[src/hdl/ckpc_pkg.sv]
package ckpc_pkg;

	localparam int LETTERS     = 26;
	localparam int DIGITS      = 10;
	localparam int KEY_BYTES   = 8;
	localparam int MIN_KEY_LEN = 4;

	localparam logic [7:0] ASCII_LA   = 8'h61;
	localparam logic [7:0] ASCII_LZ   = 8'h7a;
	localparam logic [7:0] ASCII_UA   = 8'h41;
	localparam logic [7:0] ASCII_UZ   = 8'h5a;
	localparam logic [7:0] ASCII_ZERO = 8'h30;
	localparam logic [7:0] ASCII_NINE = 8'h39;
	localparam logic [7:0] ASCII_NL   = 8'h0a;
	localparam logic [7:0] ASCII_NUL  = 8'h00;

	localparam logic [1:0] REG_KEY  = 2'd0;
	localparam logic [1:0] REG_MODE = 2'd1;

	typedef logic [4:0] letter_t;
	typedef logic [3:0] digit_t;
	typedef logic [LETTERS-1:0][4:0] alpha_tab_t;

	typedef struct packed {
		letter_t letter_shift;
		digit_t  digit_shift;
		logic    key_short;
	} key_info_t;

	function automatic letter_t mod26_add(input letter_t a, input letter_t b);
		logic [5:0] s;
		s = {1'b0, a} + {1'b0, b};
		if (s >= 6'(LETTERS)) begin
			s = s - 6'(LETTERS);
		end
		return s[4:0];
	endfunction

	function automatic letter_t mod26_sub(input letter_t a, input letter_t b);
		logic [5:0] s;
		s = {1'b0, a} + 6'(LETTERS) - {1'b0, b};
		if (s >= 6'(LETTERS)) begin
			s = s - 6'(LETTERS);
		end
		return s[4:0];
	endfunction

	function automatic digit_t mod10_add(input digit_t a, input digit_t b);
		logic [4:0] s;
		s = {1'b0, a} + {1'b0, b};
		if (s >= 5'(DIGITS)) begin
			s = s - 5'(DIGITS);
		end
		return s[3:0];
	endfunction

	function automatic digit_t mod10_sub(input digit_t a, input digit_t b);
		logic [4:0] s;
		s = {1'b0, a} + 5'(DIGITS) - {1'b0, b};
		if (s >= 5'(DIGITS)) begin
			s = s - 5'(DIGITS);
		end
		return s[3:0];
	endfunction

endpackage

[src/hdl/ckpc_key_deriv.sv]
module ckpc_key_deriv (
	input  logic                    clk,
	input  logic                    arst_n,
	input  logic                    start,
	input  logic [63:0]             key_data,
	output logic                    busy,
	output ckpc_pkg::key_info_t     key_info,
	output ckpc_pkg::alpha_tab_t    fwd_tab,
	output ckpc_pkg::alpha_tab_t    inv_tab
);

	typedef enum logic [2:0] {
		KD_IDLE  = 3'b001,
		KD_BYTES = 3'b010,
		KD_FILL  = 3'b100
	} kd_state_t;

	kd_state_t                state_q;
	logic [4:0]               cnt_q;
	logic [63:0]              key_q;
	logic                     ended_q;
	logic [3:0]               len_q;
	logic [ckpc_pkg::LETTERS-1:0] used_q;
	ckpc_pkg::letter_t        n_q;
	ckpc_pkg::letter_t        sum26_q;
	ckpc_pkg::digit_t         sum10_q;
	ckpc_pkg::alpha_tab_t     fwd_q;
	ckpc_pkg::alpha_tab_t     inv_q;

	logic [7:0]               kbyte;
	logic                     is_digit;
	logic                     is_lower;
	logic                     is_upper;
	ckpc_pkg::letter_t        lidx;
	ckpc_pkg::digit_t         dval;

	assign kbyte    = key_q[7:0];
	assign is_digit = (kbyte >= ckpc_pkg::ASCII_ZERO) && (kbyte <= ckpc_pkg::ASCII_NINE);
	assign is_lower = (kbyte >= ckpc_pkg::ASCII_LA) && (kbyte <= ckpc_pkg::ASCII_LZ);
	assign is_upper = (kbyte >= ckpc_pkg::ASCII_UA) && (kbyte <= ckpc_pkg::ASCII_UZ);

	always_comb begin
		logic [7:0] diff;
		diff = is_lower ? (kbyte - ckpc_pkg::ASCII_LA) : (kbyte - ckpc_pkg::ASCII_UA);
		lidx = diff[4:0];
		diff = kbyte - ckpc_pkg::ASCII_ZERO;
		dval = diff[3:0];
	end

	always_ff @(posedge clk or negedge arst_n) begin
		if (!arst_n) begin
			state_q <= KD_IDLE;
			cnt_q   <= '0;
			key_q   <= '0;
			ended_q <= 1'b0;
			len_q   <= '0;
			used_q  <= '0;
			n_q     <= '0;
			sum26_q <= '0;
			sum10_q <= '0;
			for (int i = 0; i < ckpc_pkg::LETTERS; i++) begin
				fwd_q[i] <= 5'(i);
				inv_q[i] <= 5'(i);
			end
		end else if (start) begin
			state_q <= KD_BYTES;
			cnt_q   <= '0;
			key_q   <= key_data;
			ended_q <= 1'b0;
			len_q   <= '0;
			used_q  <= '0;
			n_q     <= '0;
			sum26_q <= '0;
			sum10_q <= '0;
		end else begin
			unique case (state_q)
				KD_IDLE: begin
				end
				KD_BYTES: begin
					// one key byte a cycle, low byte first; a zero byte ends the key
					if (!ended_q && kbyte != ckpc_pkg::ASCII_NUL) begin
						len_q <= len_q + 4'd1;
						if (is_digit) begin
							sum26_q <= ckpc_pkg::mod26_add(sum26_q, {1'b0, dval});
							sum10_q <= ckpc_pkg::mod10_add(sum10_q, dval);
						end else if ((is_lower || is_upper) && !used_q[lidx]) begin
							used_q[lidx] <= 1'b1;
							fwd_q[n_q]   <= lidx;
							inv_q[lidx]  <= n_q;
							n_q          <= n_q + 5'd1;
						end
					end
					if (kbyte == ckpc_pkg::ASCII_NUL) begin
						ended_q <= 1'b1;
					end
					key_q <= key_q >> 8;
					if (cnt_q == 5'(ckpc_pkg::KEY_BYTES - 1)) begin
						cnt_q   <= '0;
						state_q <= KD_FILL;
					end else begin
						cnt_q <= cnt_q + 5'd1;
					end
				end
				KD_FILL: begin
					// append the letters the key did not use, in order
					if (!used_q[cnt_q]) begin
						fwd_q[n_q]   <= cnt_q;
						inv_q[cnt_q] <= n_q;
						n_q          <= n_q + 5'd1;
					end
					if (cnt_q == 5'(ckpc_pkg::LETTERS - 1)) begin
						cnt_q   <= '0;
						state_q <= KD_IDLE;
					end else begin
						cnt_q <= cnt_q + 5'd1;
					end
				end
				default: begin
					state_q <= KD_IDLE;
				end
			endcase
		end
	end

	assign busy                  = (state_q != KD_IDLE);
	assign key_info.letter_shift = (sum26_q == '0) ? 5'd1 : sum26_q;
	assign key_info.digit_shift  = (sum10_q == '0) ? 4'd1 : sum10_q;
	assign key_info.key_short    = (len_q < 4'(ckpc_pkg::MIN_KEY_LEN));
	assign fwd_tab               = fwd_q;
	assign inv_tab               = inv_q;

endmodule

[src/hdl/ckpc_cipher.sv]
module ckpc_cipher (
	input  logic                    decrypt,
	input  ckpc_pkg::key_info_t     key_info,
	input  ckpc_pkg::alpha_tab_t    fwd_tab,
	input  ckpc_pkg::alpha_tab_t    inv_tab,
	input  logic [7:0]              char_i,
	input  ckpc_pkg::letter_t       pos26,
	input  ckpc_pkg::digit_t        pos10,
	output logic [7:0]              char_o
);

	logic               is_lower;
	logic               is_upper;
	logic               is_digit;
	logic [7:0]         base;
	logic [7:0]         diff;
	ckpc_pkg::letter_t  x_in;
	ckpc_pkg::letter_t  x_shift;
	ckpc_pkg::letter_t  x_sub;
	ckpc_pkg::letter_t  x_out;
	ckpc_pkg::digit_t   d_in;
	ckpc_pkg::digit_t   d_out;

	assign is_lower = (char_i >= ckpc_pkg::ASCII_LA) && (char_i <= ckpc_pkg::ASCII_LZ);
	assign is_upper = (char_i >= ckpc_pkg::ASCII_UA) && (char_i <= ckpc_pkg::ASCII_UZ);
	assign is_digit = (char_i >= ckpc_pkg::ASCII_ZERO) && (char_i <= ckpc_pkg::ASCII_NINE);

	assign base = is_lower ? ckpc_pkg::ASCII_LA :
	              is_upper ? ckpc_pkg::ASCII_UA : ckpc_pkg::ASCII_ZERO;
	assign diff = char_i - base;
	assign x_in = diff[4:0];
	assign d_in = diff[3:0];

	// encrypt: shift, substitute, position; decrypt walks it backwards
	always_comb begin
		if (!decrypt) begin
			x_shift = ckpc_pkg::mod26_add(x_in, key_info.letter_shift);
			x_sub   = fwd_tab[x_shift];
			x_out   = ckpc_pkg::mod26_add(x_sub, pos26);
			d_out   = ckpc_pkg::mod10_add(ckpc_pkg::mod10_add(d_in, key_info.digit_shift), pos10);
		end else begin
			x_shift = ckpc_pkg::mod26_sub(x_in, pos26);
			x_sub   = inv_tab[x_shift];
			x_out   = ckpc_pkg::mod26_sub(x_sub, key_info.letter_shift);
			d_out   = ckpc_pkg::mod10_sub(ckpc_pkg::mod10_sub(d_in, key_info.digit_shift), pos10);
		end
	end

	always_comb begin
		char_o = char_i;
		if (!key_info.key_short) begin
			if (is_lower || is_upper) begin
				char_o = base + {3'b000, x_out};
			end else if (is_digit) begin
				char_o = base + {4'b0000, d_out};
			end
		end
	end

endmodule

[src/hdl/caesar_keyword_position_cipher.sv]
// An accepted item passes through the input register and then the result register to its result.
// Throughput: one item per cycle while in_stall is low; the result register lets a new item in while a result waits.
// A write of the key register starts a derivation of the alphabet tables (8 key bytes, then 26 letters);
// in_stall is high while it runs.
// Reset clears line and column, zero key (identity alphabet, both shifts 1, key flagged short),
// encrypt mode, and empties both stages.
module caesar_keyword_position_cipher (
	input  logic        clk,
	input  logic        arst_n,
	input  logic        cfg_we,
	input  logic [1:0]  cfg_index,
	input  logic [63:0] cfg_data,
	input  logic        in_valid,
	output logic        in_stall,
	input  logic [7:0]  char_in,
	input  logic        message_start,
	output logic        out_valid,
	input  logic        out_stall,
	output logic [7:0]  char_out,
	output logic        key_error
);

	logic                  decrypt_q;
	logic                  key_start;
	logic                  key_busy;
	ckpc_pkg::key_info_t   key_info;
	ckpc_pkg::alpha_tab_t  fwd_tab;
	ckpc_pkg::alpha_tab_t  inv_tab;

	// line and line+column, held as residues mod 26 and mod 10 (together mod 130)
	ckpc_pkg::letter_t     line26_q;
	ckpc_pkg::digit_t      line10_q;
	ckpc_pkg::letter_t     pos26_q;
	ckpc_pkg::digit_t      pos10_q;
	ckpc_pkg::letter_t     line26_eff;
	ckpc_pkg::digit_t      line10_eff;
	ckpc_pkg::letter_t     pos26_eff;
	ckpc_pkg::digit_t      pos10_eff;
	ckpc_pkg::letter_t     line26_nx;
	ckpc_pkg::digit_t      line10_nx;

	logic                  valid_s1;
	logic [7:0]            char_s1;
	ckpc_pkg::letter_t     pos26_s1;
	ckpc_pkg::digit_t      pos10_s1;

	logic                  out_valid_q;
	logic [7:0]            char_out_q;
	logic                  key_error_q;

	logic                  in_accept;
	logic                  out_ready;
	logic                  move_s1;
	logic [7:0]            char_res;

	assign key_start = cfg_we && (cfg_index == ckpc_pkg::REG_KEY);

	always_ff @(posedge clk or negedge arst_n) begin
		if (!arst_n) begin
			decrypt_q <= 1'b0;
		end else if (cfg_we && cfg_index == ckpc_pkg::REG_MODE) begin
			decrypt_q <= cfg_data[0];
		end
	end

	ckpc_key_deriv u_key (
		.clk      (clk),
		.arst_n   (arst_n),
		.start    (key_start),
		.key_data (cfg_data),
		.busy     (key_busy),
		.key_info (key_info),
		.fwd_tab  (fwd_tab),
		.inv_tab  (inv_tab)
	);

	assign out_ready = !out_valid_q || !out_stall;
	assign move_s1   = valid_s1 && out_ready;
	assign in_stall  = key_busy || (valid_s1 && !out_ready);
	assign in_accept = in_valid && !in_stall;

	assign line26_eff = message_start ? '0 : line26_q;
	assign line10_eff = message_start ? '0 : line10_q;
	assign pos26_eff  = message_start ? '0 : pos26_q;
	assign pos10_eff  = message_start ? '0 : pos10_q;
	assign line26_nx  = ckpc_pkg::mod26_add(line26_eff, 5'd1);
	assign line10_nx  = ckpc_pkg::mod10_add(line10_eff, 4'd1);

	always_ff @(posedge clk or negedge arst_n) begin
		if (!arst_n) begin
			line26_q <= '0;
			line10_q <= '0;
			pos26_q  <= '0;
			pos10_q  <= '0;
		end else if (in_accept) begin
			if (char_in == ckpc_pkg::ASCII_NL) begin
				line26_q <= line26_nx;
				line10_q <= line10_nx;
				pos26_q  <= line26_nx;
				pos10_q  <= line10_nx;
			end else begin
				line26_q <= line26_eff;
				line10_q <= line10_eff;
				pos26_q  <= ckpc_pkg::mod26_add(pos26_eff, 5'd1);
				pos10_q  <= ckpc_pkg::mod10_add(pos10_eff, 4'd1);
			end
		end
	end

	always_ff @(posedge clk or negedge arst_n) begin
		if (!arst_n) begin
			valid_s1 <= 1'b0;
		end else if (in_accept) begin
			valid_s1 <= 1'b1;
		end else if (move_s1) begin
			valid_s1 <= 1'b0;
		end
	end

	always_ff @(posedge clk) begin
		if (in_accept) begin
			char_s1  <= char_in;
			pos26_s1 <= pos26_eff;
			pos10_s1 <= pos10_eff;
		end
	end

	ckpc_cipher u_cipher (
		.decrypt  (decrypt_q),
		.key_info (key_info),
		.fwd_tab  (fwd_tab),
		.inv_tab  (inv_tab),
		.char_i   (char_s1),
		.pos26    (pos26_s1),
		.pos10    (pos10_s1),
		.char_o   (char_res)
	);

	always_ff @(posedge clk or negedge arst_n) begin
		if (!arst_n) begin
			out_valid_q <= 1'b0;
		end else if (move_s1) begin
			out_valid_q <= 1'b1;
		end else if (!out_stall) begin
			out_valid_q <= 1'b0;
		end
	end

	always_ff @(posedge clk) begin
		if (move_s1) begin
			char_out_q  <= char_res;
			key_error_q <= key_info.key_short;
		end
	end

	assign out_valid = out_valid_q;
	assign char_out  = char_out_q;
	assign key_error = key_error_q;

endmodule

[config.mk]
export PLATFORM = sky130hd
export DESIGN_NAME = caesar_keyword_position_cipher
export DESIGN_NICKNAME = d
export VERILOG_FILES = /design/src/hdl/ckpc_pkg.sv /design/src/hdl/ckpc_key_deriv.sv /design/src/hdl/ckpc_cipher.sv /design/src/hdl/caesar_keyword_position_cipher.sv
export SDC_FILE = /design/constraint.sdc
export NUM_CORES = 1
export LEC_CHECK = 0
export ABC_AREA = 1
export CAP_MARGIN = 30
export CORE_AREA = 3 3 208 210
export CTS_BUF_LIST = sky130_fd_sc_hd__clkbuf_4
export CTS_CLUSTER_DIAMETER = 40
export DETAILED_ROUTE_END_ITERATION = 16
export DIE_AREA = 0 0 211 213
export DONT_BUFFER_PORTS = 1
export MAX_ROUTING_LAYER = met4
export PLACE_DENSITY = 0.82
export SLEW_MARGIN = 20
export SYNTH_ARGS = -nofsm -noshare
export SYNTH_HDL_FRONTEND = slang
export SYNTH_SLANG_ARGS = --single-unit
[constraint.sdc]
create_clock -name clk -period 10.9 [get_ports clk]
set_clock_uncertainty 0.2 [all_clocks]
set_input_delay 2.725 -clock clk [delete_from_list [all_inputs] [get_ports clk]]
set_output_delay 2.725 -clock clk [all_outputs]
set_load 0.005 [all_outputs]
# Word level (Yosys, flattened, before mapping)
# Index checks and enable logic that the tools add are counted.
[classes]
n_addsub = 41
n_lt_le_gt_ge = 35
eq_ne = 21
n_mux = 105
bitwise_logic = 2
reduce_logical = 46
[ops]
columns = ["operator", "n"]
rows = [
  ["$mux 130", 8],
  ["$bwmux 130", 4],
  ["$pmux 130 s2", 2],
  ["$mux 5", 33],
  ["$mux 26", 5],
  ["$mux 64", 2],
  ["$mux 4", 22],
  ["$demux 5 s5", 3],
  ["$bmux 5 s5", 2],
  ["$ge 6x5->1 const B", 7],
  ["$ge 5x4->1 const B", 7],
  ["$sub 5x5->5 const B", 7],
  ["$ge 8x7->1 const B", 4],
  ["$le 8x7->1 const B", 4],
  ["$lt 5x6->1 const B", 5],
  ["$sub 4x4->4 const B", 7],
  ["$or 26x26->26", 1],
  ["$mux 8", 3],
  ["$pmux 5 s2", 2],
  ["$ge 8x6->1 const B", 2],
  ["$le 8x6->1 const B", 2],
  ["$logic_and 1x1->1", 16],
  ["$add 4x4->5", 3],
  ["$ge 5x1->1 const B", 3],
  ["other kinds (49)", 96],
]
[word_totals]
register_bits = 424
in_bits = 80
out_inout_bits = 11
word_cells = 323

# Logic depth before layout (Yosys ltp)
# Gate-level depths: netlist of the first run.
[depth]
word_depth = 20
ltp_mapped = 53
mapped_depth_nobuf = 53

# Cells and area by module
# From an unflattened synthesis of the first run, not the netlist that was laid out.
[unflattened]
hier_cells = 3552
hier_area_um2 = 26289.0
[by_module_without_submodules]
columns = ["module", "instances", "cells_per_inst", "area_per_inst_um2", "seq_area_each_um2"]
rows = [
  ["ckpc_key_deriv", 1, 2152, 18104.9, 9577.9],
  ["ckpc_cipher", 1, 1098, 5580.4, 0.0],
  ["caesar_keyword_position_cipher", 1, 302, 2603.7, 1306.3],
]

# Worst setup path after synthesis of the first run
# Ideal clock, no wire load.
[synth_path]
path_type = "reg2reg"
start = "reg char_s1[3]"
end = "reg char_out_q[5] (netlist: char_out[5]), data pin"
setup_time_ns = 0.254
arrival_ns = 6.915
t_required_ns = 10.446
path_slack_ns = 3.531
stages_incl_launch_ff = 48
path_buffers = 1
synth_period_minus_slack_ns = 7.369
path_cell_list = "edfxtp_1 inv_1 nor2_1 inv_1 o21ai_0 nand2_1 and3_1 inv_1 nand2_1 ha_1 ha_1 ha_1 inv_1 ha_1 fa_1 xnor2_2 a21oi_1 nand2_1 [... 12 more ...] fa_1 nand3b_1 nand2_1 nand2_1 nand2_1 nand3_1 nand3_1 o21ai_0 xor2_1 o22ai_1 ha_1 inv_1 a21oi_1 nand2_1 nand2_1 nand2_1 nand3_1 nand2_1"
[synth_via]
elab_chain_cells = 20
word_cells_on_any_way = 64
classes_between = "add/sub: 23; order compare: 14; mux: 23; reduce/logical: 4"
[synth_lines]
columns = ["item", "line_no", "rtl"]
rows = [
  ["from (decl)", "caesar_keyword_position_cipher.sv:43", "logic [7:0] char_s1;"],
  ["from (signal assigned)", "caesar_keyword_position_cipher.sv:122", "char_s1 <= char_in;"],
  ["$ge 8x7->1 or $le 8x7->1 (tied branches)", "ckpc_cipher.sv:25", "assign is_upper = (char_i >= ckpc_pkg::ASCII_UA) && (char_i <= ckpc_pkg::ASCII_UZ);"],
  ["$logic_and 1x1->1", "ckpc_cipher.sv:25", ""],
  ["$mux 7", "ckpc_cipher.sv:29", "is_upper ? ckpc_pkg::ASCII_UA : ckpc_pkg::ASCII_ZERO;"],
  ["$mux 7", "ckpc_cipher.sv:28", "assign base = is_lower ? ckpc_pkg::ASCII_LA :"],
  ["$sub 5x5->5", "ckpc_cipher.sv:30", "assign diff = char_i - base;"],
  ["$add 5x5->6", "ckpc_pkg.sv:41", "s = {1'b0, a} + 6'(LETTERS) - {1'b0, b};"],
  ["$sub 6x5->6", "ckpc_pkg.sv:41", ""],
  ["$sub 5x5->5 or $ge 6x5->1 (tied branches)", "ckpc_pkg.sv:43, ckpc_pkg.sv:42", ""],
  ["[... 5 more ...]", "--", ""],
  ["$sub 6x5->6", "ckpc_pkg.sv:41", ""],
  ["$sub 5x5->5 or $ge 6x5->1 (tied branches)", "ckpc_pkg.sv:43, ckpc_pkg.sv:42", ""],
  ["$mux 5", "ckpc_pkg.sv:42", "if (s >= 6'(LETTERS)) begin"],
  ["$mux 5", "ckpc_cipher.sv:36", "if (!decrypt) begin"],
  ["$add 8x5->8", "ckpc_cipher.sv:53", "char_o = base + {3'b000, x_out};"],
  ["$mux 8 (*)", "ckpc_cipher.sv:52", "if (is_lower || is_upper) begin"],
  ["$mux 8 (*)", "ckpc_cipher.sv:51", "if (!key_info.key_short) begin"],
  ["net char_res[5]", "caesar_keyword_position_cipher.sv:54", "logic [7:0] char_res;"],
  ["to (signal assigned)", "caesar_keyword_position_cipher.sv:151", "char_out_q <= char_res;"],
  ["to (decl)", "caesar_keyword_position_cipher.sv:48", "logic [7:0] char_out_q;"],
]
# The timed path passes the listed nets; every way through them passes the cells marked *. The select of a mux whose other input is x is not followed.
# A chain may end at the register's enable or synchronous reset.

# Final worst setup path of the first run
# Ends and elaborated chain as after synthesis.

==> run summary, run 1 <==
======================================================================================================
Reported leakage power ..................................................................     12.21 nW
Data arrival time at the worst-slack endpoint ...........................................      9.49 ns
Number of hold-repair buffers added at the cts stage ....................................            0
Final count of hold timing violations ...................................................            0
Final setup vio count ...................................................................            0
Horizontal die dimension ................................................................       211 um
Standard-cell row count .................................................................           75
Pin count of the biggest net entering global routing ....................................          399
Period minus WS final ...................................................................     9.081 ns
Nets ....................................................................................         3335
Max frequency ...........................................................................    110.1 MHz
Crit path max-delay family ..............................................................  adder cells
Initial antenna violation count .........................................................            2
Global routing met3 resource utilization ................................................       7.023%
Remaining DRCs ..........................................................................            0
Portion of the post-synthesis area used by sequential elements ..........................       43.24%
First-pass GRT wire length ..............................................................    108000 um
Post-route clock period utilization .....................................................       83.31%
Clock tree from TritonCTS ...............................................................         done
Number of CTS-inserted buffers ..........................................................          111
Detail-routed net length per standard cell ..............................................     17.48 um
Length of the first detailed-routing pass in iterations .................................            6
P per Cell Area ......................................................................... 258.2 mW/mm^2
Slowest cell on the critical path ....................................................... sky130_fd_sc_hd__o21ai_2
Critical Setup Path Class ...............................................................      reg2reg
Crit path buffers/inverters .............................................................            7
Slew Viols, Final .......................................................................            0
Busiest metal layer after global routing ................................................         met2
Clock transition at the register clock pins on the worst setup and hold paths after CTS .      0.06 ns
IO Port Bufs ............................................................................            0
Class of the tightest hold or removal check .............................................      reg2reg
Met1 demand-to-capacity share in global routing .........................................       39.28%
Crit-path most repeated cell ............................................................ sky130_fd_sc_hd__nand2_1
Relative slew slack .....................................................................       22.35%
Count of nets left with antenna violations after detail routing .........................            0
Number of levels the H-tree was split into ..............................................            3
Std-Cell Core Area ...................................................................... 0.04176 mm^2
Synthesis-to-layout area growth .........................................................       7.859%
Count of distinct cell types in the synthesized netlist .................................           58
Height of the die .......................................................................       213 um
Number of synthesized flops with an enable pin ..........................................           26
YS warnings .............................................................................            0
Full die area ........................................................................... 0.04494 mm^2
Syn Inst Count ..........................................................................         3141
Share of final-layout standard cells stronger than drive strength 1 .....................       14.39%
Number of global-route vias before repair ...............................................        21820
Setup bufs post-CTS .....................................................................            0
Synthesized flop and latch total ........................................................          424
Number of violations of the max-capacitance limit .......................................            0
Total GRT Usage .........................................................................       30.36%
Most used flip-flop cell after synthesis ................................................ sky130_fd_sc_hd__dfrtp_1
Required @ worst endpoint ...............................................................     11.31 ns
Setup tns final .........................................................................         0 ns
Cell at the root of the clock tree ...................................................... sky130_fd_sc_hd__clkbuf_4
Overflow left after global routing ......................................................            0
Clock sink total ........................................................................          424
Synthesized cell area ................................................................... 0.02517 mm^2
Routed via count ........................................................................        22340
Status .................................................................................. complete, no violations
Count of non-filler cells in the finished layout ........................................         3775
Initial cell density of the core ........................................................       60.27%
Avg Inst Size Synth .....................................................................   8.013 um^2
Critical path endpoint category .........................................................    flip-flop
Number of DRC markers in iteration 0 ....................................................         2125
Setup repair after global routing missed its margin .....................................        false
Number of resized instances in the post-cts repair step .................................            0
Post-synthesis async set-or-reset flop share ............................................       93.87%
Sort of element at the start of the critical path .......................................    flip-flop
Met2 capacity usage during global routing ...............................................       46.39%
Clk Latency, worst-skew pair ............................................................      0.91 ns
Post-detailed-routing wire length .......................................................     65970 um
Num ports ...............................................................................           91
Buffer levels on the longest clock path .................................................            3
Crit path max fanout ....................................................................           18
Crit-path max cell delay ................................................................      0.72 ns
Placer congestion estimate ..............................................................        1.009
Measured slew at the worst slew-check pin ...............................................     1.165 ns
DP HPWL .................................................................................     45060 um
Maximum vdd drop ........................................................................     337.5 uV
Detailed-route vias per instance ........................................................        5.918
Mapped Nets .............................................................................         3331
DP Cell Count ...........................................................................         3565
======================================================================================================
## worst paths after layout
path / start / endpoint / slack (ns) / cells past startpoint
max: char_s1[3]$_DFFE_PP_ / char_out[5]$_DFFE_PP_ / 1.82 / 45
min: u_key.fwd_tab[22]$_DFFE_PN1P_ / u_key.fwd_tab[22]$_DFFE_PN1P_ / 0.27 / 2
max reg2reg: char_s1[3]$_DFFE_PP_ / char_out[5]$_DFFE_PP_ / 1.82 / 45
min reg2reg: u_key.fwd_tab[22]$_DFFE_PN1P_ / u_key.fwd_tab[22]$_DFFE_PN1P_ / 0.27 / 2
max in group asynchronous: arst_n / u_key.key_q[40]$_DFFE_PN0N_ / 8.19 / 0
min in group asynchronous: arst_n / u_key.inv_tab[7]$_DFFE_PN0P_ / 1.37 / 0
## per-stage QoR
step	instance area [um^2]	worst slack, ns	power [W]	util [%]	hold WS [ns]
2_1_floorplan	25170	3.531	0.004555	-	0.2331
3_3_place_gp	25390	2.088	0.005190	60.81	0.2400
3_5_place_dp	25550	1.968	0.005464	61.18	0.2527
4_1_cts	27050	1.895	0.006952	64.79	0.2698
5_1_grt	27150	1.086	0.007602	65.01	0.2831
6_report	27150	1.819	0.007009	65.01	0.2685
## synthesized netlist by cell type (18+ instances only)
cell / number / area (um^2)
sky130_fd_sc_hd__a21oi_1: 110 / 550.5
sky130_fd_sc_hd__a31oi_1: 18 / 112.6
sky130_fd_sc_hd__clkbuf_1: 102 / 382.9
sky130_fd_sc_hd__dfrtp_1: 283 / 7082
sky130_fd_sc_hd__dfstp_2: 115 / 3022
sky130_fd_sc_hd__edfxtp_1: 26 / 780.8
sky130_fd_sc_hd__ha_1: 100 / 1251
sky130_fd_sc_hd__inv_1: 245 / 919.6
sky130_fd_sc_hd__mux2_2: 40 / 450.4
sky130_fd_sc_hd__mux2i_1: 36 / 360.4
sky130_fd_sc_hd__nand2_1: 849 / 3187
sky130_fd_sc_hd__nand3_1: 271 / 1356
sky130_fd_sc_hd__nand3_4: 30 / 525.5
sky130_fd_sc_hd__nand4_1: 20 / 125.1
sky130_fd_sc_hd__nor2_1: 199 / 747.0
sky130_fd_sc_hd__nor3_1: 39 / 195.2
sky130_fd_sc_hd__o211ai_1: 44 / 330.3
sky130_fd_sc_hd__o21ai_0: 220 / 1101
sky130_fd_sc_hd__o21ai_1: 158 / 790.8
sky130_fd_sc_hd__o31ai_1: 29 / 217.7
sky130_fd_sc_hd__or2_2: 18 / 112.6
sky130_fd_sc_hd__xor2_1: 28 / 245.2
## report_power, final
part / internal (W) / leakage (nW) / total, W / switching [W]
Clock: 0.000786 / 0.895 / 0.00146 / 0.000677
Combinational: 0.00128 / 6.07 / 0.00378 / 0.00250
Sequential: 0.00168 / 5.24 / 0.00176 / 0.0000878
## metal layers
layer	part of all wire, %	up-vias	wire (um)
li1	-	10610	-
met1	42	10550	27740
met2	46	996	30230
met3	8.6	192	5683
met4	3.5	0	2324
met5	0	-	0
## worst register-to-register path, delay by kind of cell (launching register included)
| family | cells | cell delay (ns) |
|---|---|---|
| compound gates | 7 | 1.51 |
| xor+xnor | 3 | 0.88 |
| fa+ha+maj | 8 | 2.56 |
| buf+inv | 7 | 0.77 |
| flops | 1 | 0.40 |
| simple gates | 20 | 2.47 |
## area by class of cell
type	count	area, um^2
fillers	3457	14610
clock buffers	171	1284
inverters	263	987.2
diodes	4	10.01
multi-input cells	2314	12730
clock inverters	29	220.2
flip-flops and latches	424	10880
repair buffers	31	360.3
well taps	539	674.4
## cell families after synthesis
family	after synthesis	share of synthesized area [%]
simple gates	1463	26.00
compound gates	625	13.81
flops	424	43.24
buf+inv	403	6.408
fa+ha+maj	110	5.767
mux	76	3.221
xor+xnor	40	1.556
## flip-flops by register name, summed over array words and instances (netlist names), 3 cells and up
register       flops
u_key.sum26_q      5
u_key.fwd_tab    130
line26_q           5
u_key.used_q      26
u_key.inv_tab    130
u_key.key_q       64
char_out           8
u_key.sum10_q      4
pos10_q            4
char_s1            8
pos10_s1           4
pos26_s1           5
u_key.len_q        4
u_key.state_q      3
u_key.n_q          5
pos26_q            5
line10_q           4
u_key.cnt_q        5
## cell usage in the layout (no fill, tap or decap), types with 4 or more instances in the layout
cell                       Yosys  routed
sky130_fd_sc_hd__a21o_1        4       4
sky130_fd_sc_hd__a21oi_1     110     110
sky130_fd_sc_hd__a22o_1        7       7
sky130_fd_sc_hd__a22oi_1       9       9
sky130_fd_sc_hd__a31oi_1      18      18
sky130_fd_sc_hd__and2_1        5       5
sky130_fd_sc_hd__buf_16        0       4
sky130_fd_sc_hd__buf_4         4      17
sky130_fd_sc_hd__buf_6         2       4
sky130_fd_sc_hd__clkbuf_4      0     172
sky130_fd_sc_hd__clkinv_1      9      26
sky130_fd_sc_hd__clkinv_2      0       4
sky130_fd_sc_hd__dfrtp_1     283     283
sky130_fd_sc_hd__dfstp_2     115     115
sky130_fd_sc_hd__diode_2       0       4
sky130_fd_sc_hd__edfxtp_1     26      26
sky130_fd_sc_hd__fa_1         10      10
sky130_fd_sc_hd__ha_1        100      98
sky130_fd_sc_hd__inv_1       245     244
sky130_fd_sc_hd__inv_2         9      11
sky130_fd_sc_hd__mux2_2       40      40
sky130_fd_sc_hd__mux2i_1      36      36
sky130_fd_sc_hd__nand2_1     849     848
sky130_fd_sc_hd__nand3_1     271     271
sky130_fd_sc_hd__nand3_2      14      14
sky130_fd_sc_hd__nand3_4      30      30
sky130_fd_sc_hd__nand3b_1      6       6
sky130_fd_sc_hd__nand4_1      20      20
sky130_fd_sc_hd__nor2_1      199     196
sky130_fd_sc_hd__nor2_2        3       4
sky130_fd_sc_hd__nor3_1       39      39
sky130_fd_sc_hd__o211ai_1     44      44
sky130_fd_sc_hd__o21ai_0     220     220
sky130_fd_sc_hd__o21ai_1     158     153
sky130_fd_sc_hd__o21ai_2       1       6
sky130_fd_sc_hd__o22ai_1       8       8
sky130_fd_sc_hd__o31ai_1      29      29
sky130_fd_sc_hd__or2_2        18      18
sky130_fd_sc_hd__xnor2_1       8       8
sky130_fd_sc_hd__xor2_1       28      28
Power figures use the tool's default switching activity.
==> run 2: changes to the inputs <==
Settings changed: CORE_AREA 3 3 208 210 to 3 3 209 211, DIE_AREA 0 0 211 213 to 0 0 212 214, PLACE_DENSITY 0.82 to 0.84.
Clock period 10.9 ns to 7.3 ns, I/O delays scaled along.
==> run 2 against run 1 <==
Against the previous run: critical path type unchanged; hold slack improved by 0.0025 ns; maximum frequency rose by 24%; flip-flop and latch count stayed put; the flow now finishes with violations (setup timing); register-to-register slack lost 1.9 ns; power up 76%; die area rose by 0.95%.
==> run summary, run 2 (synthesis gave the netlist of run 1 again) <==
======================================================================================================
Placer congestion estimate ..............................................................       0.9732   -3.6%
Std-Cell Core Area ...................................................................... 0.04195 mm^2   +0.45%
Final cell utilization of the core ......................................................       67.04%   +2.0 points
Length of the first detailed-routing pass in iterations .................................            7   +1
Max frequency ...........................................................................    136.4 MHz   +24%
Crit Reg-Reg Startpoint ................................................................. char_s1[1]$_DFFE_PP_
First-pass GRT wire length ..............................................................    112000 um   +3.7%
Pin count of the biggest net entering global routing ....................................          399   unchanged
Nets ....................................................................................         3399   +1.9%
End of the worst hold path .............................................................. u_key.fwd_tab[77]$_DFFE_PN1P_
Final worst slack .......................................................................  -0.03207 ns   -1.851 ns
Hold Path Depth .........................................................................            2   unchanged
Data arrival time at the worst-slack endpoint ...........................................      7.74 ns   -1.75 ns
Crit-path max cell delay ................................................................      0.54 ns   -0.18 ns
Standard-cell row count .................................................................           75   unchanged
R2R cell count ..........................................................................           48   +6.7%
Reported leakage power ..................................................................     12.58 nW   +3.0%
Setup repair after global routing missed its margin .....................................         true
Relative slew slack .....................................................................       30.56%   +8.2 points
Initial cell density of the core ........................................................       60.00%   -0.27 points
Slew Viols, Final .......................................................................            0   unchanged
Required @ worst endpoint ...............................................................      7.71 ns   -3.60 ns
Number of levels the H-tree was split into ..............................................            3   unchanged
Clock tree from TritonCTS ...............................................................         done
Violations in the final reports ......................................................... setup timing
Full die area ........................................................................... 0.04537 mm^2   +0.95%
Measured slew at the worst slew-check pin ...............................................     1.042 ns   -0.1232 ns
Maximum vdd drop ........................................................................     648.1 uV   +92%
Total GRT Usage .........................................................................       30.88%   +0.53 points
Crit path max fanout ....................................................................            7   -11
IO Port Bufs ............................................................................            0   unchanged
Number of DRC markers in iteration 0 ....................................................         2525   +19%
Status .................................................................................. finished with violations
Final setup vio count ...................................................................            1   +1
Initial antenna violation count .........................................................            3   +1
Number of global-route vias before repair ...............................................        22430   +2.8%
Class of the tightest hold or removal check .............................................      reg2reg
Critical Setup Path Class ...............................................................      reg2reg
Worst flop-to-flop path endpoint ........................................................ char_out[5]$_DFFE_PP_
Critical path endpoint category .........................................................    flip-flop
Clock transition at the register clock pins on the worst setup and hold paths after CTS .      0.08 ns   +0.02 ns
Period minus WS final ...................................................................     7.332 ns   -1.749 ns
P per Cell Area ......................................................................... 437.4 mW/mm^2   +69%
Post-detailed-routing wire length .......................................................     68960 um   +4.5%
DP HPWL .................................................................................     45580 um   +1.2%
Slowest cell on the critical path ....................................................... sky130_fd_sc_hd__fa_2
Number of violations of the max-capacitance limit .......................................            0   unchanged
Sort of element at the start of the critical path .......................................    flip-flop
Most frequent standard cell in the layout excluding fill and tap cells .................. sky130_fd_sc_hd__nand2_1
Crit-path most repeated cell ............................................................ sky130_fd_sc_hd__nand2_1
Clk Latency, worst-skew pair ............................................................      0.90 ns   about the same
Buffer levels on the longest clock path .................................................            3   unchanged
Detailed-route vias per instance ........................................................        5.965   +0.79%
Number of hold-repair buffers added at the cts stage ....................................            0   unchanged
Count of nets left with antenna violations after detail routing .........................            0   unchanged
Slack of the worst reg-to-reg path ......................................................     -0.03 ns   -1.85 ns
Number of filler instances in the final layout ..........................................         3341   -3.4%
Clock sink total ........................................................................          424   unchanged
Detail-routed net length per standard cell ..............................................     17.92 um   +2.6%
Top library cells by usage in the layout, fill and taps aside ........................... sky130_fd_sc_hd__nand2_1, sky130_fd_sc_hd__dfrtp_1, sky130_fd_sc_hd__nand3_1
Source of the worst hold timing path .................................................... u_key.fwd_tab[77]$_DFFE_PN1P_
Overflow left after global routing ......................................................            0   unchanged
Synthesis-to-layout area growth .........................................................       11.73%
Height of the die .......................................................................       214 um   +0.47%
Pre-CTS worst setup slack ...............................................................   -0.2486 ns   -2.216 ns
Number of CTS-inserted buffers ..........................................................          109   -1.8%
Routed via count ........................................................................        22950   +2.7%
Remaining DRCs ..........................................................................            0   unchanged
Share of final-layout standard cells stronger than drive strength 1 .....................       18.68%   +4.3 points
Final count of hold timing violations ...................................................            0   unchanged
Post-route clock period utilization .....................................................       100.4%   +17 points
Num ports ...............................................................................           91   unchanged
Cell at the root of the clock tree ...................................................... sky130_fd_sc_hd__clkbuf_4
Horizontal die dimension ................................................................       212 um   +0.47%
======================================================================================================
-- run 2: timing repair --
action | 4_1_cts | 5_1_grt
endpoints found under the hold margin | 0 | 0
endpoints found under the setup margin | 5 | 7
cloned | 1 | 3
setup buffers | 13 | 11
resized for setup | 20 | 103
pin swaps | 9 | 46
-- run 2: worst max path at each step --
stage | startpoint | end | slack [ns] | cells past startpoint
2_1_floorplan | char_s1[3]$_DFFE_PP_ | char_out[5]$_DFFE_PP_ | 0.01 | 49
3_3_place_gp | char_s1[3]$_DFFE_PP_ | char_out[5]$_DFFE_PP_ | 0.05 | 47
3_5_place_dp | char_s1[3]$_DFFE_PP_ | char_out[5]$_DFFE_PP_ | -0.25 | 46
4_1_cts | char_s1[1]$_DFFE_PP_ | char_out[5]$_DFFE_PP_ | 0.009 | 45
5_1_grt | char_s1[1]$_DFFE_PP_ | char_out[5]$_DFFE_PP_ | -0.36 | 50
6_report | char_s1[1]$_DFFE_PP_ | char_out[5]$_DFFE_PP_ | -0.03 | 48
-- run 2: worst max-delay path, delay by kind of cell, from the launching register on --
family                     cells  cell delay (ns)
AOI/OAI and AO/OA              4             0.63
adders and majority gates      8             2.15
buffers and inverters         13             1.26
DFF                            1             0.39
and+or+nand+nor               23             2.40
-- run 2: through the flow --
stage                     hold slack (ns)  instances  setup TNS (ns)  area (um^2)  power (W)
after CTS                          0.2710       3824               0        27500    0.01095
after global routing               0.2788       3847          -1.520        28120    0.01323
after detailed placement           0.2536       3605         -0.3417        25840   0.008494
final                              0.2711       3847        -0.03207        28120    0.01230
after global placement             0.2378       3600               0        25750   0.008194
after floorplan                    0.2331       3141               0        25180   0.006819
-- run 2: layout make-up --
type,count,area (um^2),area share [%]
well taps,539,674.4,2.398
multi-input cells,2314,13150,46.77
repair inverters,1,6.256,0.02225
repair buffers,96,930.9,3.310
clock buffers,173,1299,4.618
diodes,5,12.51,0.04449
flip-flops and latches,424,10880,38.70
inverters,263,1003,3.568
clock inverters,32,160.2,0.5695
-- run 2: power breakdown --
group	leakage, nW	switching (W)	total (W)	internal (W)
Combinational	6.46	0.00463	0.00757	0.00295
Sequential	5.24	0.000115	0.00262	0.00250
Clock	0.878	0.00103	0.00211	0.00108
Total	12.6	0.00577	0.0123	0.00653
-- run 2: metal layers --
layer / global-route usage (%) / vias to the layer above / part of all wire, %
met5: - / - / 0
met4: 12.77 / 0 / 4.0
met3: 6.766 / 244 / 8.5
met2: 46.86 / 1039 / 46
met1: 40.35 / 10900 / 41
li1: - / 10760 / -
